### src/sv/grcd_pkg.sv
// ----------------------------------------------------------------------------
// grcd_pkg: shared types, constants and helper functions of the grid ray caster
// Holds the job format between the front and the walk, the reciprocal unit's
// request and response, the arctangent table and the fixed-point helpers.
// ----------------------------------------------------------------------------
package grcd_pkg;

    // Default parameter values of the top level.
    localparam int DEF_GRID_WIDTH  = 32;
    localparam int DEF_GRID_HEIGHT = 32;
    localparam int DEF_FRAC_BITS   = 11;
    localparam int DEF_ANGLE_BITS  = 12;

    // Fixed field widths.
    localparam int DIST_W     = 17;
    localparam int POS_W      = 16;
    localparam int MAG_W      = 16;
    localparam int ANGLE_W    = 12;
    localparam int HFRAC_W    = 11;
    localparam int CELL_IDX_W = 5;

    localparam logic [DIST_W-1:0]   DIST_MAX    = 17'h1FFFF;
    localparam logic [MAG_W-1:0]    Q15_ONE     = 16'h8000;
    localparam logic signed [17:0]  CORDIC_GAIN = 18'sd19899;
    localparam int                  CORDIC_STAGES = 14;

    // Operation codes of an input item.
    localparam logic OP_WRITE = 1'b0;
    localparam logic OP_CAST  = 1'b1;

    // Depth of the job queue between front and walk (a power of two).
    localparam int QUEUE_DEPTH = 2;

    typedef struct packed {
        logic              start;
        logic [MAG_W-1:0]  mag_x;
        logic [MAG_W-1:0]  mag_y;
    } grcd_recip_req_t;

    typedef struct packed {
        logic              done;
        logic [DIST_W-1:0] step_x;
        logic [DIST_W-1:0] step_y;
    } grcd_recip_rsp_t;

    typedef struct packed {
        logic                  is_cast;
        logic [CELL_IDX_W-1:0] row;
        logic [CELL_IDX_W-1:0] col;
        logic                  wall;
        logic [POS_W-1:0]      pos_x;
        logic [POS_W-1:0]      pos_y;
        logic [MAG_W-1:0]      mag_x;
        logic [MAG_W-1:0]      mag_y;
        logic                  neg_x;
        logic                  neg_y;
        logic [DIST_W-1:0]     step_x;
        logic [DIST_W-1:0]     step_y;
        logic [DIST_W-1:0]     len_x;
        logic [DIST_W-1:0]     len_y;
    } grcd_job_t;

    // Arctangent of 2^-i in units of 2^16 codes per turn.
    function automatic logic [13:0] grcd_atan(input logic [3:0] idx);
        logic [13:0] v;
        begin
            case (idx)
                4'd0:    v = 14'd8192;
                4'd1:    v = 14'd4836;
                4'd2:    v = 14'd2555;
                4'd3:    v = 14'd1297;
                4'd4:    v = 14'd651;
                4'd5:    v = 14'd326;
                4'd6:    v = 14'd163;
                4'd7:    v = 14'd81;
                4'd8:    v = 14'd41;
                4'd9:    v = 14'd20;
                4'd10:   v = 14'd10;
                4'd11:   v = 14'd5;
                4'd12:   v = 14'd3;
                4'd13:   v = 14'd1;
                default: v = 14'd0;
            endcase
            return v;
        end
    endfunction

    // Arithmetic right shift that rounds toward zero.
    function automatic logic signed [17:0] grcd_shr_tz(input logic signed [17:0] v,
                                                      input logic [3:0] sh);
        logic [17:0] mag;
        begin
            mag = v[17] ? 18'(-v) : 18'(v);
            mag = mag >> sh;
            return v[17] ? -$signed(mag) : $signed(mag);
        end
    endfunction

    // Clamp a rotator output to a Q1.15 magnitude of 0 to one.
    function automatic logic [MAG_W-1:0] grcd_clamp_q15(input logic signed [17:0] v);
        logic [MAG_W-1:0] r;
        begin
            if (v[17])
                r = '0;
            else if (v > 18'sd32768)
                r = Q15_ONE;
            else
                r = v[MAG_W-1:0];
            return r;
        end
    endfunction

    // Saturate an 18-bit distance to the 17-bit range.
    function automatic logic [DIST_W-1:0] grcd_sat_dist(input logic [DIST_W:0] v);
        return v[DIST_W] ? DIST_MAX : v[DIST_W-1:0];
    endfunction

endpackage

### src/sv/grcd_ifs.sv
// ----------------------------------------------------------------------------
// grcd channel interfaces: input item channel and result channel
// Each channel carries valid, ready and the item fields.
// ----------------------------------------------------------------------------
interface grcd_item_if;
    logic        valid;
    logic        ready;
    logic        op;
    logic [4:0]  cell_row;
    logic [4:0]  cell_col;
    logic        wall_bit;
    logic [15:0] pos_x;
    logic [15:0] pos_y;
    logic [11:0] angle;

    modport source (output valid, op, cell_row, cell_col, wall_bit, pos_x, pos_y, angle,
                    input ready);
    modport sink   (input valid, op, cell_row, cell_col, wall_bit, pos_x, pos_y, angle,
                    output ready);
endinterface

interface grcd_result_if;
    logic        valid;
    logic        ready;
    logic        hit_found;
    logic        vertical_side;
    logic [16:0] hit_distance;
    logic [10:0] hit_fraction;

    modport source (output valid, hit_found, vertical_side, hit_distance, hit_fraction,
                    input ready);
    modport sink   (input valid, hit_found, vertical_side, hit_distance, hit_fraction,
                    output ready);
endinterface

### src/sv/grcd_recip.sv
// ----------------------------------------------------------------------------
// grcd_recip: two-lane iterative reciprocal for the unit steps
// Computes floor(2^(15+FRAC_BITS) / mag) for both axes, one quotient bit per
// cycle, saturating to the distance maximum for small or zero magnitudes.
// ----------------------------------------------------------------------------
module grcd_recip
    import grcd_pkg::*;
#(
    parameter int FRAC_BITS = DEF_FRAC_BITS
)
(
    input  logic            clk,
    input  logic            rst_n,
    input  grcd_recip_req_t req,
    output grcd_recip_rsp_t rsp
);

    // Partial remainder once the quotient bits above the distance width are gone.
    localparam logic [DIST_W-1:0] R_INIT  = DIST_W'(1 << (FRAC_BITS - 2));
    localparam logic [MAG_W-1:0]  SAT_LIM = MAG_W'(1 << (FRAC_BITS - 2));
    localparam int                CNT_W   = $clog2(DIST_W);

    logic              busy_reg;
    logic              done_reg;
    logic [CNT_W-1:0]  cnt_reg;
    logic [DIST_W-1:0] rem_x_reg, rem_y_reg;
    logic [DIST_W-1:0] quo_x_reg, quo_y_reg;
    logic [MAG_W-1:0]  div_x_reg, div_y_reg;
    logic              sat_x_reg, sat_y_reg;

    logic [DIST_W-1:0] rem_x2, rem_y2;
    logic              ge_x, ge_y;

    // Restoring step on both lanes.
    always_comb
    begin
        rem_x2 = {rem_x_reg[DIST_W-2:0], 1'b0};
        rem_y2 = {rem_y_reg[DIST_W-2:0], 1'b0};
        ge_x   = rem_x2 >= DIST_W'(div_x_reg);
        ge_y   = rem_y2 >= DIST_W'(div_y_reg);
    end

    // Control: busy flag, step counter and done pulse.
    always_ff @(posedge clk or negedge rst_n)
    begin
        if (!rst_n)
        begin
            busy_reg <= 1'b0;
            done_reg <= 1'b0;
            cnt_reg  <= '0;
        end
        else
        begin
            done_reg <= 1'b0;
            if (req.start)
            begin
                busy_reg <= 1'b1;
                cnt_reg  <= '0;
            end
            else if (busy_reg)
            begin
                cnt_reg <= cnt_reg + CNT_W'(1);
                if (cnt_reg == CNT_W'(DIST_W - 1))
                begin
                    busy_reg <= 1'b0;
                    done_reg <= 1'b1;
                end
            end
        end
    end

    // Datapath of both lanes.
    always_ff @(posedge clk)
    begin
        if (req.start)
        begin
            rem_x_reg <= R_INIT;
            rem_y_reg <= R_INIT;
            quo_x_reg <= '0;
            quo_y_reg <= '0;
            div_x_reg <= req.mag_x;
            div_y_reg <= req.mag_y;
            sat_x_reg <= req.mag_x <= SAT_LIM;
            sat_y_reg <= req.mag_y <= SAT_LIM;
        end
        else if (busy_reg)
        begin
            rem_x_reg <= ge_x ? rem_x2 - DIST_W'(div_x_reg) : rem_x2;
            rem_y_reg <= ge_y ? rem_y2 - DIST_W'(div_y_reg) : rem_y2;
            quo_x_reg <= {quo_x_reg[DIST_W-2:0], ge_x};
            quo_y_reg <= {quo_y_reg[DIST_W-2:0], ge_y};
        end
    end

    assign rsp.done   = done_reg;
    assign rsp.step_x = sat_x_reg ? DIST_MAX : quo_x_reg;
    assign rsp.step_y = sat_y_reg ? DIST_MAX : quo_y_reg;

endmodule

### src/sv/grcd_front.sv
// ----------------------------------------------------------------------------
// grcd_front: item intake, direction and unit step setup
// Accepts items, turns a cast into direction magnitudes by an iterative
// rotator, gets the unit steps and the first side lengths, and queues a job.
// ----------------------------------------------------------------------------
module grcd_front
    import grcd_pkg::*;
#(
    parameter int FRAC_BITS  = DEF_FRAC_BITS,
    parameter int ANGLE_BITS = DEF_ANGLE_BITS
)
(
    input  logic            clk,
    input  logic            rst_n,
    grcd_item_if.sink       item_ch,
    output grcd_recip_req_t recip_req,
    input  grcd_recip_rsp_t recip_rsp,
    output logic            push_valid,
    input  logic            push_ready,
    output grcd_job_t       push_data
);

    localparam logic [ANGLE_W-1:0] AMASK =
        (ANGLE_BITS >= ANGLE_W) ? {ANGLE_W{1'b1}} : ANGLE_W'((1 << ANGLE_BITS) - 1);
    localparam logic [FRAC_BITS:0] ONE = {1'b1, {FRAC_BITS{1'b0}}};
    localparam int PROD_W = FRAC_BITS + DIST_W + 1;

    localparam logic [1:0] QUAD_0 = 2'd0;
    localparam logic [1:0] QUAD_1 = 2'd1;
    localparam logic [1:0] QUAD_2 = 2'd2;
    localparam logic [1:0] QUAD_3 = 2'd3;

    typedef enum logic [6:0] {
        F_IDLE  = 7'b0000001,
        F_ROT   = 7'b0000010,
        F_MAP   = 7'b0000100,
        F_START = 7'b0001000,
        F_DIV   = 7'b0010000,
        F_MULT  = 7'b0100000,
        F_PUSH  = 7'b1000000
    } front_state_t;

    front_state_t state_reg, state_next;

    logic                  is_cast_reg;
    logic [CELL_IDX_W-1:0] row_reg, col_reg;
    logic                  wall_reg;
    logic [POS_W-1:0]      pos_x_reg, pos_y_reg;
    logic [1:0]            quad_reg;
    logic                  rem_zero_reg;
    logic signed [17:0]    rx_reg, ry_reg;
    logic signed [16:0]    rz_reg;
    logic [3:0]            iter_reg;
    logic [MAG_W-1:0]      mag_x_reg, mag_y_reg;
    logic                  neg_x_reg, neg_y_reg;
    logic [DIST_W-1:0]     step_x_reg, step_y_reg;
    logic [PROD_W-1:0]     prod_x_reg, prod_y_reg;

    logic                  accept;
    logic [ANGLE_W-1:0]    angle_m;
    logic [15:0]           a16;
    logic signed [17:0]    xs, ys;
    logic signed [16:0]    atan_v;
    logic [MAG_W-1:0]      cos_m, sin_m;
    logic [FRAC_BITS:0]    dx, dy;

    assign accept        = item_ch.valid && item_ch.ready;
    assign item_ch.ready = (state_reg == F_IDLE);

    // Angle to a 16-bit turn code.
    assign angle_m = item_ch.angle & AMASK;
    assign a16     = 16'({4'b0, angle_m} << (16 - ANGLE_BITS));

    // One rotator stage.
    assign xs     = grcd_shr_tz(rx_reg, iter_reg);
    assign ys     = grcd_shr_tz(ry_reg, iter_reg);
    assign atan_v = 17'(grcd_atan(iter_reg));
    assign cos_m  = rem_zero_reg ? Q15_ONE : grcd_clamp_q15(rx_reg);
    assign sin_m  = rem_zero_reg ? '0      : grcd_clamp_q15(ry_reg);

    // Distance to the first cell boundary along each axis.
    assign dx = neg_x_reg ? {1'b0, pos_x_reg[FRAC_BITS-1:0]}
                          : ONE - {1'b0, pos_x_reg[FRAC_BITS-1:0]};
    assign dy = neg_y_reg ? {1'b0, pos_y_reg[FRAC_BITS-1:0]}
                          : ONE - {1'b0, pos_y_reg[FRAC_BITS-1:0]};

    // Next state.
    always_comb
    begin
        state_next = state_reg;
        unique case (state_reg)
            F_IDLE:
                if (accept)
                    state_next = (item_ch.op == OP_CAST) ? F_ROT : F_PUSH;
            F_ROT:
                if (iter_reg == 4'(CORDIC_STAGES - 1))
                    state_next = F_MAP;
            F_MAP:   state_next = F_START;
            F_START: state_next = F_DIV;
            F_DIV:
                if (recip_rsp.done)
                    state_next = F_MULT;
            F_MULT:  state_next = F_PUSH;
            F_PUSH:
                if (push_ready)
                    state_next = F_IDLE;
            default: state_next = F_IDLE;
        endcase
    end

    always_ff @(posedge clk or negedge rst_n)
    begin
        if (!rst_n)
            state_reg <= F_IDLE;
        else
            state_reg <= state_next;
    end

    // Datapath.
    always_ff @(posedge clk)
    begin
        if (accept)
        begin
            is_cast_reg  <= item_ch.op == OP_CAST;
            row_reg      <= item_ch.cell_row;
            col_reg      <= item_ch.cell_col;
            wall_reg     <= item_ch.wall_bit;
            pos_x_reg    <= item_ch.pos_x;
            pos_y_reg    <= item_ch.pos_y;
            quad_reg     <= a16[15:14];
            rem_zero_reg <= a16[13:0] == 14'd0;
            rx_reg       <= CORDIC_GAIN;
            ry_reg       <= '0;
            rz_reg       <= 17'({3'b0, a16[13:0]});
            iter_reg     <= '0;
        end
        if (state_reg == F_ROT)
        begin
            if (!rz_reg[16])
            begin
                rx_reg <= rx_reg - ys;
                ry_reg <= ry_reg + xs;
                rz_reg <= rz_reg - atan_v;
            end
            else
            begin
                rx_reg <= rx_reg + ys;
                ry_reg <= ry_reg - xs;
                rz_reg <= rz_reg + atan_v;
            end
            iter_reg <= iter_reg + 4'd1;
        end
        // Fold the quadrant into magnitudes and signs; zero counts as positive.
        if (state_reg == F_MAP)
        begin
            unique case (quad_reg)
                QUAD_0:
                begin
                    mag_x_reg <= cos_m; neg_x_reg <= 1'b0;
                    mag_y_reg <= sin_m; neg_y_reg <= 1'b0;
                end
                QUAD_1:
                begin
                    mag_x_reg <= sin_m; neg_x_reg <= sin_m != '0;
                    mag_y_reg <= cos_m; neg_y_reg <= 1'b0;
                end
                QUAD_2:
                begin
                    mag_x_reg <= cos_m; neg_x_reg <= cos_m != '0;
                    mag_y_reg <= sin_m; neg_y_reg <= sin_m != '0;
                end
                QUAD_3:
                begin
                    mag_x_reg <= sin_m; neg_x_reg <= 1'b0;
                    mag_y_reg <= cos_m; neg_y_reg <= cos_m != '0;
                end
                default:
                begin
                    mag_x_reg <= cos_m; neg_x_reg <= 1'b0;
                    mag_y_reg <= sin_m; neg_y_reg <= 1'b0;
                end
            endcase
        end
        if (state_reg == F_DIV && recip_rsp.done)
        begin
            step_x_reg <= recip_rsp.step_x;
            step_y_reg <= recip_rsp.step_y;
        end
        if (state_reg == F_MULT)
        begin
            prod_x_reg <= PROD_W'(dx) * PROD_W'(step_x_reg);
            prod_y_reg <= PROD_W'(dy) * PROD_W'(step_y_reg);
        end
    end

    assign recip_req.start = (state_reg == F_START);
    assign recip_req.mag_x = mag_x_reg;
    assign recip_req.mag_y = mag_y_reg;

    // Job toward the walk.
    assign push_valid        = (state_reg == F_PUSH);
    assign push_data.is_cast = is_cast_reg;
    assign push_data.row     = row_reg;
    assign push_data.col     = col_reg;
    assign push_data.wall    = wall_reg;
    assign push_data.pos_x   = pos_x_reg;
    assign push_data.pos_y   = pos_y_reg;
    assign push_data.mag_x   = mag_x_reg;
    assign push_data.mag_y   = mag_y_reg;
    assign push_data.neg_x   = neg_x_reg;
    assign push_data.neg_y   = neg_y_reg;
    assign push_data.step_x  = step_x_reg;
    assign push_data.step_y  = step_y_reg;
    assign push_data.len_x   = grcd_sat_dist(18'(prod_x_reg >> FRAC_BITS));
    assign push_data.len_y   = grcd_sat_dist(18'(prod_y_reg >> FRAC_BITS));

    a_recip_done_in_div: assert property (@(posedge clk) disable iff (!rst_n)
        recip_rsp.done |-> state_reg == F_DIV)
        else $error("reciprocal result arrived while the front was not waiting for it");

endmodule

### src/sv/grcd_queue.sv
// ----------------------------------------------------------------------------
// grcd_queue: short job queue between the front and the walk
// A small register FIFO so that either side can stall on its own.
// ----------------------------------------------------------------------------
module grcd_queue
    import grcd_pkg::*;
(
    input  logic      clk,
    input  logic      rst_n,
    input  logic      push_valid,
    output logic      push_ready,
    input  grcd_job_t push_data,
    output logic      pop_valid,
    input  logic      pop_ready,
    output grcd_job_t pop_data
);

    localparam int PTR_W = $clog2(QUEUE_DEPTH);
    localparam int CNT_W = $clog2(QUEUE_DEPTH + 1);

    grcd_job_t         entry_reg [QUEUE_DEPTH];
    logic [PTR_W-1:0]  wr_ptr_reg, rd_ptr_reg;
    logic [CNT_W-1:0]  count_reg;
    logic              push, pop;

    assign push_ready = count_reg != CNT_W'(QUEUE_DEPTH);
    assign pop_valid  = count_reg != '0;
    assign push       = push_valid && push_ready;
    assign pop        = pop_valid && pop_ready;
    assign pop_data   = entry_reg[rd_ptr_reg];

    // Pointers and fill count.
    always_ff @(posedge clk or negedge rst_n)
    begin
        if (!rst_n)
        begin
            wr_ptr_reg <= '0;
            rd_ptr_reg <= '0;
            count_reg  <= '0;
        end
        else
        begin
            if (push)
                wr_ptr_reg <= wr_ptr_reg + PTR_W'(1);
            if (pop)
                rd_ptr_reg <= rd_ptr_reg + PTR_W'(1);
            if (push && !pop)
                count_reg <= count_reg + CNT_W'(1);
            else if (pop && !push)
                count_reg <= count_reg - CNT_W'(1);
        end
    end

    // Storage.
    always_ff @(posedge clk)
    begin
        if (push)
            entry_reg[wr_ptr_reg] <= push_data;
    end

    a_count_up: assert property (@(posedge clk) disable iff (!rst_n)
        (push && !pop) |=> count_reg == CNT_W'($past(count_reg) + CNT_W'(1)))
        else $error("queue count did not follow a push");

    a_count_down: assert property (@(posedge clk) disable iff (!rst_n)
        (pop && !push) |=> count_reg == CNT_W'($past(count_reg) - CNT_W'(1)))
        else $error("queue count did not follow a pop");

endmodule

### src/sv/grcd_walk.sv
// ----------------------------------------------------------------------------
// grcd_walk: wall map and grid walk
// Owns the wall map memory, performs map writes, walks a cast one cell per
// cycle and computes the hit coordinate into the result register.
// ----------------------------------------------------------------------------
module grcd_walk
    import grcd_pkg::*;
#(
    parameter int GRID_WIDTH  = DEF_GRID_WIDTH,
    parameter int GRID_HEIGHT = DEF_GRID_HEIGHT,
    parameter int FRAC_BITS   = DEF_FRAC_BITS
)
(
    input  logic          clk,
    input  logic          rst_n,
    input  logic          pop_valid,
    output logic          pop_ready,
    input  grcd_job_t     pop_data,
    grcd_result_if.source result_ch
);

    // Only cells with 5-bit indexes can ever be written; all others stay empty.
    localparam int MAP_W  = (GRID_WIDTH  < 32) ? GRID_WIDTH  : 32;
    localparam int MAP_H  = (GRID_HEIGHT < 32) ? GRID_HEIGHT : 32;
    localparam int CB     = $clog2(MAP_W);
    localparam int RB     = $clog2(MAP_H);
    localparam int AW     = CB + RB;
    localparam int DEPTH  = 1 << AW;
    localparam int IW     = POS_W - FRAC_BITS;
    localparam int GMAX   = (GRID_WIDTH > GRID_HEIGHT) ? GRID_WIDTH : GRID_HEIGHT;
    localparam int GW     = $clog2(GMAX + 2);
    localparam int CW     = ((IW > GW) ? IW : GW) + 2;
    localparam int LIMIT_I = ((GRID_WIDTH << FRAC_BITS) > 131071) ? 131071
                                                                 : (GRID_WIDTH << FRAC_BITS);
    localparam logic [DIST_W-1:0] LIMIT = DIST_W'(LIMIT_I);
    localparam int PROD_W = MAG_W + DIST_W;

    typedef enum logic [4:0] {
        B_CLEAR = 5'b00001,
        B_IDLE  = 5'b00010,
        B_WALK  = 5'b00100,
        B_MUL   = 5'b01000,
        B_DONE  = 5'b10000
    } walk_state_t;

    walk_state_t state_reg, state_next;

    logic                 mem [DEPTH];
    logic                 mem_q;
    logic [AW-1:0]        clr_addr_reg;

    logic signed [CW-1:0] cell_x_reg, cell_y_reg;
    logic [DIST_W-1:0]    len_x_reg, len_y_reg, step_x_reg, step_y_reg;
    logic [POS_W-1:0]     pos_x_reg, pos_y_reg;
    logic [MAG_W-1:0]     mag_x_reg, mag_y_reg;
    logic                 neg_x_reg, neg_y_reg;
    logic [DIST_W-1:0]    dist_reg;
    logic                 vert_reg;
    logic                 in_grid_reg;
    logic                 last_valid_reg;
    logic                 hit_reg;
    logic [PROD_W-1:0]    prod_reg;
    logic [POS_W-1:0]     base_reg;
    logic                 neg_reg;

    logic                 out_valid_reg;
    logic                 out_hit_reg, out_vert_reg;
    logic [DIST_W-1:0]    out_dist_reg;
    logic [HFRAC_W-1:0]   out_frac_reg;

    logic                 take_x;
    logic signed [CW-1:0] next_x, next_y;
    logic                 next_in_grid;
    logic [AW-1:0]        rd_addr;
    logic                 wall_now, stop;
    logic                 wr_en;
    logic [AW-1:0]        wr_addr;
    logic                 out_free;
    logic [FRAC_BITS-1:0] off_lo, coord_frac;

    function automatic logic cell_in_map(input logic signed [CW-1:0] cx,
                                         input logic signed [CW-1:0] cy);
        return !cx[CW-1] && (cx[CW-2:0] < (CW-1)'(MAP_W))
            && !cy[CW-1] && (cy[CW-2:0] < (CW-1)'(MAP_H));
    endfunction

    // One DDA step: advance along the axis whose crossing is nearer.
    assign take_x = len_x_reg < len_y_reg;
    always_comb
    begin
        next_x = cell_x_reg;
        next_y = cell_y_reg;
        if (take_x)
            next_x = neg_x_reg ? cell_x_reg - CW'(1) : cell_x_reg + CW'(1);
        else
            next_y = neg_y_reg ? cell_y_reg - CW'(1) : cell_y_reg + CW'(1);
    end
    assign next_in_grid = cell_in_map(next_x, next_y);
    assign rd_addr      = {next_y[RB-1:0], next_x[CB-1:0]};

    // The map word of the last step is back; decide whether the walk ends.
    assign wall_now = in_grid_reg && mem_q;
    assign stop     = last_valid_reg && (wall_now || dist_reg >= LIMIT);

    // Map writes from the queue; writes off the grid are dropped.
    assign pop_ready = (state_reg == B_IDLE);
    assign wr_addr   = {pop_data.row[RB-1:0], pop_data.col[CB-1:0]};
    assign wr_en     = pop_valid && pop_ready && !pop_data.is_cast
                    && ({1'b0, pop_data.row} < 6'(MAP_H))
                    && ({1'b0, pop_data.col} < 6'(MAP_W));

    // Hit coordinate fraction along the wall.
    assign off_lo     = prod_reg[15 + FRAC_BITS - 1:15];
    assign coord_frac = neg_reg ? base_reg[FRAC_BITS-1:0] - off_lo
                                : base_reg[FRAC_BITS-1:0] + off_lo;
    assign out_free   = !out_valid_reg || result_ch.ready;

    // Next state.
    always_comb
    begin
        state_next = state_reg;
        unique case (state_reg)
            B_CLEAR:
                if (&clr_addr_reg)
                    state_next = B_IDLE;
            B_IDLE:
                if (pop_valid && pop_data.is_cast)
                    state_next = B_WALK;
            B_WALK:
                if (stop)
                    state_next = B_MUL;
            B_MUL:   state_next = B_DONE;
            B_DONE:
                if (out_free)
                    state_next = B_IDLE;
            default: state_next = B_IDLE;
        endcase
    end

    // Control registers.
    always_ff @(posedge clk or negedge rst_n)
    begin
        if (!rst_n)
        begin
            state_reg     <= B_CLEAR;
            clr_addr_reg  <= '0;
            out_valid_reg <= 1'b0;
        end
        else
        begin
            state_reg <= state_next;
            if (state_reg == B_CLEAR)
                clr_addr_reg <= clr_addr_reg + AW'(1);
            if (state_reg == B_DONE && out_free)
                out_valid_reg <= 1'b1;
            else if (result_ch.ready)
                out_valid_reg <= 1'b0;
        end
    end

    // Wall map: clearing pass, writes and one registered read per cycle.
    always_ff @(posedge clk)
    begin
        if (state_reg == B_CLEAR)
            mem[clr_addr_reg] <= 1'b0;
        else if (wr_en)
            mem[wr_addr] <= pop_data.wall;
        mem_q <= mem[rd_addr];
    end

    // Walk datapath.
    always_ff @(posedge clk)
    begin
        if (state_reg == B_IDLE && pop_valid && pop_data.is_cast)
        begin
            cell_x_reg     <= CW'(pop_data.pos_x >> FRAC_BITS);
            cell_y_reg     <= CW'(pop_data.pos_y >> FRAC_BITS);
            len_x_reg      <= pop_data.len_x;
            len_y_reg      <= pop_data.len_y;
            step_x_reg     <= pop_data.step_x;
            step_y_reg     <= pop_data.step_y;
            pos_x_reg      <= pop_data.pos_x;
            pos_y_reg      <= pop_data.pos_y;
            mag_x_reg      <= pop_data.mag_x;
            mag_y_reg      <= pop_data.mag_y;
            neg_x_reg      <= pop_data.neg_x;
            neg_y_reg      <= pop_data.neg_y;
            last_valid_reg <= 1'b0;
        end
        else if (state_reg == B_WALK)
        begin
            if (stop)
                hit_reg <= wall_now;
            else
            begin
                cell_x_reg     <= next_x;
                cell_y_reg     <= next_y;
                in_grid_reg    <= next_in_grid;
                last_valid_reg <= 1'b1;
                vert_reg       <= take_x;
                if (take_x)
                begin
                    dist_reg  <= len_x_reg;
                    len_x_reg <= grcd_sat_dist({1'b0, len_x_reg} + {1'b0, step_x_reg});
                end
                else
                begin
                    dist_reg  <= len_y_reg;
                    len_y_reg <= grcd_sat_dist({1'b0, len_y_reg} + {1'b0, step_y_reg});
                end
            end
        end
        // Offset along the wall: the other axis' magnitude times the distance.
        if (state_reg == B_MUL)
        begin
            prod_reg <= PROD_W'(vert_reg ? mag_y_reg : mag_x_reg) * PROD_W'(dist_reg);
            base_reg <= vert_reg ? pos_y_reg : pos_x_reg;
            neg_reg  <= vert_reg ? neg_y_reg : neg_x_reg;
        end
        if (state_reg == B_DONE && out_free)
        begin
            out_hit_reg  <= hit_reg;
            out_vert_reg <= vert_reg;
            out_dist_reg <= dist_reg;
            out_frac_reg <= HFRAC_W'({coord_frac, {HFRAC_W{1'b0}}} >> FRAC_BITS);
        end
    end

    assign result_ch.valid         = out_valid_reg;
    assign result_ch.hit_found     = out_hit_reg;
    assign result_ch.vertical_side = out_vert_reg;
    assign result_ch.hit_distance  = out_dist_reg;
    assign result_ch.hit_fraction  = out_frac_reg;

    a_dist_rises: assert property (@(posedge clk) disable iff (!rst_n)
        (state_reg == B_WALK && last_valid_reg) |=> dist_reg >= $past(dist_reg))
        else $error("walk distance went backward");

    a_result_after_done: assert property (@(posedge clk) disable iff (!rst_n)
        $rose(out_valid_reg) |-> $past(state_reg == B_DONE))
        else $error("result raised outside the finishing step");

endmodule

### src/sv/grid_ray_cast_dda.sv
// Order of work: a cast passes the rotator's 14 steps, the reciprocal's 17 steps and
// one multiply in the front, then the walk, one cell step per cycle, and the walk's
// offset multiply and result register; a map write skips the front's setup steps.
// The front can set up the next cast while the walk is still busy with the current
// one, as the job queue lies between them.
// Reset: asynchronous, active low; a clearing pass over every map entry follows.
// ----------------------------------------------------------------------------
// grid_ray_cast_dda: grid ray caster top level
// Joins the setup front, the job queue and the map walk.
// ----------------------------------------------------------------------------
module grid_ray_cast_dda
    import grcd_pkg::*;
#(
    parameter int GRID_WIDTH  = DEF_GRID_WIDTH,
    parameter int GRID_HEIGHT = DEF_GRID_HEIGHT,
    parameter int FRAC_BITS   = DEF_FRAC_BITS,
    parameter int ANGLE_BITS  = DEF_ANGLE_BITS
)
(
    input logic           clk,
    input logic           rst_n,
    grcd_item_if.sink     item_ch,
    grcd_result_if.source result_ch
);

    grcd_recip_req_t recip_req;
    grcd_recip_rsp_t recip_rsp;
    logic            push_valid, push_ready;
    grcd_job_t       push_data;
    logic            pop_valid, pop_ready;
    grcd_job_t       pop_data;

    grcd_recip #(
        .FRAC_BITS (FRAC_BITS)
    ) u_recip (
        .clk   (clk),
        .rst_n (rst_n),
        .req   (recip_req),
        .rsp   (recip_rsp)
    );

    grcd_front #(
        .FRAC_BITS  (FRAC_BITS),
        .ANGLE_BITS (ANGLE_BITS)
    ) u_front (
        .clk        (clk),
        .rst_n      (rst_n),
        .item_ch    (item_ch),
        .recip_req  (recip_req),
        .recip_rsp  (recip_rsp),
        .push_valid (push_valid),
        .push_ready (push_ready),
        .push_data  (push_data)
    );

    grcd_queue u_queue (
        .clk        (clk),
        .rst_n      (rst_n),
        .push_valid (push_valid),
        .push_ready (push_ready),
        .push_data  (push_data),
        .pop_valid  (pop_valid),
        .pop_ready  (pop_ready),
        .pop_data   (pop_data)
    );

    grcd_walk #(
        .GRID_WIDTH  (GRID_WIDTH),
        .GRID_HEIGHT (GRID_HEIGHT),
        .FRAC_BITS   (FRAC_BITS)
    ) u_walk (
        .clk       (clk),
        .rst_n     (rst_n),
        .pop_valid (pop_valid),
        .pop_ready (pop_ready),
        .pop_data  (pop_data),
        .result_ch (result_ch)
    );

endmodule

### src/flat_wrapper.sv
// flat-port wrapper written by rule: the top's interface ports become plain ports
module grid_ray_cast_dda_flat import grcd_pkg::*;
#(
    parameter int GRID_WIDTH  = DEF_GRID_WIDTH,
    parameter int GRID_HEIGHT = DEF_GRID_HEIGHT,
    parameter int FRAC_BITS   = DEF_FRAC_BITS,
    parameter int ANGLE_BITS  = DEF_ANGLE_BITS
)
  (clk, rst_n, item_ch_valid, item_ch_op, item_ch_cell_row, item_ch_cell_col, item_ch_wall_bit, item_ch_pos_x, item_ch_pos_y, item_ch_angle, item_ch_ready, result_ch_valid, result_ch_hit_found, result_ch_vertical_side, result_ch_hit_distance, result_ch_hit_fraction, result_ch_ready);
  grcd_item_if item_ch_i ();
  grcd_result_if result_ch_i ();
  input logic clk;
  input logic rst_n;
  input wire logic [$bits(item_ch_i.valid)-1:0] item_ch_valid;
  input wire logic [$bits(item_ch_i.op)-1:0] item_ch_op;
  input wire logic [$bits(item_ch_i.cell_row)-1:0] item_ch_cell_row;
  input wire logic [$bits(item_ch_i.cell_col)-1:0] item_ch_cell_col;
  input wire logic [$bits(item_ch_i.wall_bit)-1:0] item_ch_wall_bit;
  input wire logic [$bits(item_ch_i.pos_x)-1:0] item_ch_pos_x;
  input wire logic [$bits(item_ch_i.pos_y)-1:0] item_ch_pos_y;
  input wire logic [$bits(item_ch_i.angle)-1:0] item_ch_angle;
  output wire logic [$bits(item_ch_i.ready)-1:0] item_ch_ready;
  output wire logic [$bits(result_ch_i.valid)-1:0] result_ch_valid;
  output wire logic [$bits(result_ch_i.hit_found)-1:0] result_ch_hit_found;
  output wire logic [$bits(result_ch_i.vertical_side)-1:0] result_ch_vertical_side;
  output wire logic [$bits(result_ch_i.hit_distance)-1:0] result_ch_hit_distance;
  output wire logic [$bits(result_ch_i.hit_fraction)-1:0] result_ch_hit_fraction;
  input wire logic [$bits(result_ch_i.ready)-1:0] result_ch_ready;
  assign item_ch_i.valid = item_ch_valid;
  assign item_ch_i.op = item_ch_op;
  assign item_ch_i.cell_row = item_ch_cell_row;
  assign item_ch_i.cell_col = item_ch_cell_col;
  assign item_ch_i.wall_bit = item_ch_wall_bit;
  assign item_ch_i.pos_x = item_ch_pos_x;
  assign item_ch_i.pos_y = item_ch_pos_y;
  assign item_ch_i.angle = item_ch_angle;
  assign item_ch_ready = item_ch_i.ready;
  assign result_ch_valid = result_ch_i.valid;
  assign result_ch_hit_found = result_ch_i.hit_found;
  assign result_ch_vertical_side = result_ch_i.vertical_side;
  assign result_ch_hit_distance = result_ch_i.hit_distance;
  assign result_ch_hit_fraction = result_ch_i.hit_fraction;
  assign result_ch_i.ready = result_ch_ready;
  grid_ray_cast_dda #(.GRID_WIDTH(GRID_WIDTH), .GRID_HEIGHT(GRID_HEIGHT), .FRAC_BITS(FRAC_BITS), .ANGLE_BITS(ANGLE_BITS)) u_core (.clk(clk), .rst_n(rst_n), .item_ch(item_ch_i), .result_ch(result_ch_i));
endmodule
### config.mk
export PLATFORM = sky130hd
export DESIGN_NAME = grid_ray_cast_dda_flat
export DESIGN_NICKNAME = d
export VERILOG_FILES = /design/src/sv/grcd_pkg.sv /design/src/sv/grcd_ifs.sv /design/src/sv/grcd_recip.sv /design/src/sv/grcd_front.sv /design/src/sv/grcd_queue.sv /design/src/sv/grcd_walk.sv /design/src/sv/grid_ray_cast_dda.sv /design/src/flat_wrapper.sv
export SDC_FILE = /design/constraint.sdc
export NUM_CORES = 2
export LEC_CHECK = 0
export ABC_AREA = 1
export BUFFER_PORTS_ARGS = -buffer_cell sky130_fd_sc_hd__buf_2
export CAP_MARGIN = 15
export CORE_MARGIN = 3
export CORE_UTILIZATION = 58
export DETAILED_ROUTE_END_ITERATION = 8
export GPL_ROUTABILITY_DRIVEN = 0
export HOLD_SLACK_MARGIN = 0.05
export PLACE_DENSITY_LB_ADDON = 0.15
export SYNTH_ARGS = -nofsm -noshare
export SYNTH_HDL_FRONTEND = slang
export SYNTH_SLANG_ARGS = --single-unit
### constraint.sdc
create_clock -name clk -period 32.8 [get_ports clk]
set_input_delay 4.92 -clock clk [delete_from_list [all_inputs] [get_ports clk]]
set_output_delay 4.92 -clock clk [all_outputs]
set_load 0.05 [all_outputs]
# Word-level counts from Yosys, hierarchy flattened
# Memory sizes are Yosys's and may differ from the RTL's. A register that Yosys moved wholly into a read port is not among the register bits.
# Cells that the tools add are included.
# W data, S select, Z words.
# totals
ram_bits	1316
register_bits	593
out_inout_bits	32
romBits	224
n_memories	3
wordCells	279
input_bits	60
# op_classes
n_addsub	29
muxes	90
eq_ne	28
n_reduce_logical	48
shifts	2
n_lt_le_gt_ge	10
n_mul	3
n_bitwise	2
# memory_table
name	depth	width	rd	rd_clocked_by_memory_dff	wr	line_no	rtl
u_core.u_walk.mem	1024	1	1	1	1	grcd_walk.sv:48	logic mem [DEPTH];
u_core.u_queue.entry_reg	2	146	1	0	1	grcd_queue.sv:21	grcd_job_t entry_reg [QUEUE_DEPTH];
(name not given)	16	14	1	1	0	grcd_pkg.sv:67	case (idx)
# ops
operator	n
$mux W17	16
$mux W18	10
$mux W16	9
$neg A18 Y18	4
$pmux W16 S2	2
$mux W5	12
$mul A12 B17 Y29	2
$pmux W7 S7	1
$add A17 B17 Y18	2
$add A18 B18 Y18	2
$gt A18 B17 Y1 const B	2
$shr A18 B4 Y18	2
$sub A18 B18 Y18	2
$mux W7	5
$ge A17 B16 Y1	2
$le A16 B10 Y1 const B	2
$mux W8	4
$reduce_bool A16 Y1	2
$sub A16 B16 Y16	2
$mul A16 B17 Y26	1
$pmux W5 S5	1
$mux W12	2
$sub A12 B11 Y12 const A	2
$mux W11	2
50 further kinds	121

# Depth between registers and ports, before layout
# logic_depth
depth_word	8
depth_mapped	45
ltp_nobuf	45

# By module
# From an unflattened synthesis, not the netlist that was laid out.
# unflattened
cells_unflattened	12530
hier_area_um2	112803.2
# modules_own_cells
mod	cells_each	seq_area_each_um2	area_per_inst_um2	instances
grcd_walk	7174	37527.2	67035.5	1
grcd_front	3743	6702.7	28848.9	1
grcd_queue	791	8868.5	10801.6	1
grcd_recip	822	2517.4	6117.1	1

# Worst setup path after synthesis
# Ideal clock, no wire load.
# synth_path
path_type	register to register
startpoint	reg u_core.u_queue.rd_ptr_reg
endpoint	mem u_core.u_walk.mem[0], data pin
slack_ns	-1.364
period_less_slack_ns	34.164
arrival_ns	28.488
path_stages_with_launch	7
t_required_ns	27.124
setup_ns	5.676
n_path_buf	3
cell_sequence	dfrtp_1 -> inv_1 -> clkbuf_1 -> clkbuf_1 -> buf_1 -> nand2_1 -> a21oi_1
# synth_between
elab_chain_cells	8
# synth_rtl
element	line_no	rtl
from (decl)	grcd_queue.sv:22	logic [PTR_W-1:0] wr_ptr_reg, rd_ptr_reg;
from (signal assigned)	grcd_queue.sv:46	rd_ptr_reg <= rd_ptr_reg + PTR_W'(1);
$mem_v2 Z2 W146 (*)	-	
$logic_not A1 Y1	grcd_walk.sv:108	assign wr_en = pop_valid && pop_ready && !pop_data.is_cast
$logic_and A1 B1 Y1	grcd_walk.sv:108	
$mux W1	grcd_walk.sv:166	else if (wr_en)
$mux W1	grcd_walk.sv:164	if (state_reg == B_CLEAR)
$mux W1 (not written as such)	grcd_walk.sv:167	mem[wr_addr] <= pop_data.wall;
$reduce_or A1 Y1 (no line)	-	
$mux W1 (no line) (*)	-	
to (decl)	grcd_walk.sv:48	
# Mark *: on every way between the ends. The rest lies on a longest branch, timed or not.

# Final worst setup path
# layout_path
startpoint	reg u_core.u_front.pos_y_reg[0]
endpoint	reg u_core.u_front.prod_y_reg[27], data pin
# layout_between
elab_chain_cells	3
# layout_rtl
element	line_no	rtl
from (decl)	grcd_front.sv:48	logic [POS_W-1:0] pos_x_reg, pos_y_reg;
from (signal assigned)	grcd_front.sv:129	pos_y_reg <= item_ch.pos_y;
$sub A12 B11 Y12	grcd_front.sv:85	: ONE - {1'b0, pos_y_reg[FRAC_BITS-1:0]};
$mux W12 (*)	grcd_front.sv:84	assign dy = neg_y_reg ? {1'b0, pos_y_reg[FRAC_BITS-1:0]}
$mul A12 B17 Y29 (*)	grcd_front.sv:192	prod_y_reg <= PROD_W'(dy) * PROD_W'(step_y_reg);
to (signal assigned)	grcd_front.sv:192	
to (decl)	grcd_front.sv:57	logic [PROD_W-1:0] prod_x_reg, prod_y_reg;
# Marked as above.
# A chain may end at the register's enable or synchronous reset.

==> impl_metrics.py <==
metrics = {
    "status": {
        "status": "finished clean",
    },
    "timing": {
        "finalClockSkew_ns": 0.06932,
        "finalHoldViolCount": 0,
        "setup-tns-final_ns": 0,
        "slew_violations": 0,
        "setup_viol": 0,
        "worst_slack_ns": 24.88,
        "max_freq_mhz": 126.3,
        "relSlewSlack_pct": 23.00,
        "fin_crit_ns": 7.917,
        "worst_slew_pin_slew_ns": 1.152,
        "fin_crit_sh_pct": 24.14,
        "rsz0062_at_grt": "false",
    },
    "clock_tree": {
        "path_clk_slew_ns": 0.06,
        "cts-root-buf": "clkbuf_16",
        "cts_tree": "yes",
        "numCtsBuffers": 196,
        "postCtsSetupRepairBufs": 0,
        "clockBufferDepth": 3,
        "htreeDepth": 4,
        "holdBufCountCts": 0,
        "insertion_delay_ns": 0.87,
        "clock_sinks": 1887,
        "cts_resized": 0,
    },
    "worst_setup_path": {
        "path_buf_inv": 6,
        "cp.arrival_ns": 8.53,
        "cp_top_family": "adder cells",
        "end_kind": "register",
        "start_kind": "register",
        "crit_fanout": 20,
        "cp_common_cell": "inv_1",
        "crit_path_top_delay_cell": "edfxtp_1",
        "required_ns": 33.42,
        "slowest_delay_ns": 0.72,
        "critPathKind": "reg2reg",
    },
    "drt": {
        "drt_wl_total_um": 308400,
        "vias": 83140,
        "first_pass_iters": 8,
        "antenna_left": 0,
        "via_per_inst": 5.814,
        "route.detailed.drc": 0,
        "detail_route.wl_per_cell_um": 21.56,
        "drt_iter0_markers": 9429,
    },
    "placement": {
        "pre_cts_ws_ns": 25.07,
        "dp_hpwl_um": 193800,
        "port_buffers": 91,
        "dp_cells": 13920,
    },
    "logic_synthesis": {
        "synth_xor_area_share_pct": 1.805,
        "ys_ff_latch": 1887,
        "ys_seq_area_share_pct": 50.22,
        "netlist_area_um2": 110700,
        "syn_inst": 11860,
        "synth_top_family_by_area": "simple AND/OR/NAND/NOR gates",
        "ys.flop_type": "edfxtp_1",
        "synth.area.mux_share_pct": 0.009038,
        "synth_compound_area_share_pct": 5.496,
        "synthSimpleGateAreaFrac_pct": 21.70,
        "syn_avg_cell_area_um2": 9.336,
        "synth_edf_count": 1765,
        "async_flop_share_pct": 1.802,
        "yosys_warnings": 0,
        "synthAdderAreaFrac_pct": 13.15,
        "yosys.cell_types.count": 70,
        "synth_nets": 12790,
    },
    "die": {
        "die_x_um": 443.0,
        "dieArea_um2": 196200,
        "initial_core_util_pct": 58.66,
        "die_height_um": 443.0,
        "core_um2": 188800,
        "ios": 92,
        "num_rows": 159,
    },
    "finish": {
        "final_nets": 12560,
        "final_cell_mix": "2,902 x nand2_1, 1,765 x edfxtp_1, 1,537 x nor2_1",
        "n_antenna_cell": 0,
        "layout.cells.non_filler": 14300,
        "syn_to_final_growth_pct": 8.176,
        "largest_register_ff_count": 1024,
        "final_common_cell": "nand2_1",
        "final_util_pct": 63.46,
        "drive_above_1_share_pct": 7.479,
        "multi_input_area_um2": 47020,
        "seq_area_um2": 55620,
        "fillers": 15260,
    },
    "job": {
        "cap_violations": 0,
    },
    "min_path": {
        "hp-class": "reg2reg",
    },
    "grt": {
        "grt_pass1_wl_um": 470900,
        "grt_use_total_pct": 31.12,
        "grt-ovfl-total": 0,
        "grt_pass1_vias": 80360,
        "antenna_found_initial": 5,
        "grt_max_degree": 269,
    },
}
-- worst reg2reg max path: cells and delay by family, from the launching register on --
family                   cells  cell delay (ns)
XOR/XNOR                     1             0.09
flip-flops                   1             0.72
buffers and inverters        6             0.81
adder cells (fa/ha/maj)      7             2.98
AND/OR/NAND/NOR             13             1.62
AO/OA/AOI/OAI                6             1.46
-- per-layer routing --
metal | vias to the layer above | global-route usage (%) | part of all wire, %
li1 | 38100 | - | -
met1 | 40400 | 40.86 | 39
met2 | 3818 | 50.77 | 47
met3 | 822 | 4.594 | 8.4
met4 | 2 | 15.61 | 5.6
met5 | - | 0 | 0.0032
-- synthesized netlist by cell type, drive strengths merged, types with 14 or more instances --
master | n | area [um2]
nand4 | 47 | 294.0
nor4 | 26 | 190.2
xnor2 | 82 | 725.7
dfrtp | 32 | 800.8
inv | 1482 | 5563
nand3b | 16 | 132.6
ha | 370 | 4629
a32oi | 14 | 122.6
edfxtp | 1765 | 53000
nand2 | 3007 | 11520
nor2 | 1588 | 6155
nand3 | 900 | 4792
o22ai | 39 | 244.0
buf | 314 | 1602
o21ai | 331 | 1690
nor3 | 73 | 370.4
o211ai | 261 | 1959
a31oi | 34 | 212.7
fa | 496 | 9930
xor2 | 142 | 1274
clkinv | 14 | 52.55
dfxtp | 88 | 1762
clkbuf | 325 | 1220
o21bai | 26 | 198.9
or2 | 82 | 513.0
a21oi | 243 | 1231
-- through the flow --
step | area (um2) | hold slack (ns)
2_1_floorplan | 110700 | 0.4003
3_3_place_gp | 112800 | 0.4419
3_5_place_dp | 112800 | 0.4436
4_1_cts | 119600 | 0.4526
5_1_grt | 119800 | 0.4654
6_report | 119800 | 0.4532
-- kinds of logic (layout without fill, tap and decap cells) --
logic type,after synthesis,count (layout)
adder cells (fa/ha/maj),866,866
XOR/XNOR,224,224
AO/OA/AOI/OAI,1001,1001
buffers and inverters,2135,2079
AND/OR/NAND/NOR,5748,5748
multiplexers,1,1
flip-flops,1887,1887
-- cell type report --
type,instances,area share (%)
Sequential cell,1887,46.43
Clock buffer,243,4.422
Timing Repair Buffer,212,1.342
Inverter,1496,4.695
Multi-Input combinational cell,7840,39.25
Tap cell,2495,2.606
Clock inverter,128,1.263
-- worst paths after layout --
kind / slack (ns) / cells after the start / end / from
setup / recovery: 24.88 / 33 / u_core.u_front.prod_y_reg[27] / u_core.u_front.pos_y_reg[0]
hold / removal: 0.45 / 0 / u_core.u_queue.entry_reg[1][132] / u_core.u_front.pos_x_reg[14]
setup reg to reg: 24.88 / 33 / u_core.u_front.prod_y_reg[27] / u_core.u_front.pos_y_reg[0]
hold reg to reg: 0.45 / 0 / u_core.u_queue.entry_reg[1][132] / u_core.u_front.pos_x_reg[14]
max in group asynchronous: 27.93 / 1 / u_core.u_queue.rd_ptr_reg / rst_n
min in group asynchronous: 4.20 / 1 / u_core.u_queue.wr_ptr_reg / rst_n
Power is not shown: default switching activity piles up to over one toggle a cycle in this logic, so the estimate is an artifact.
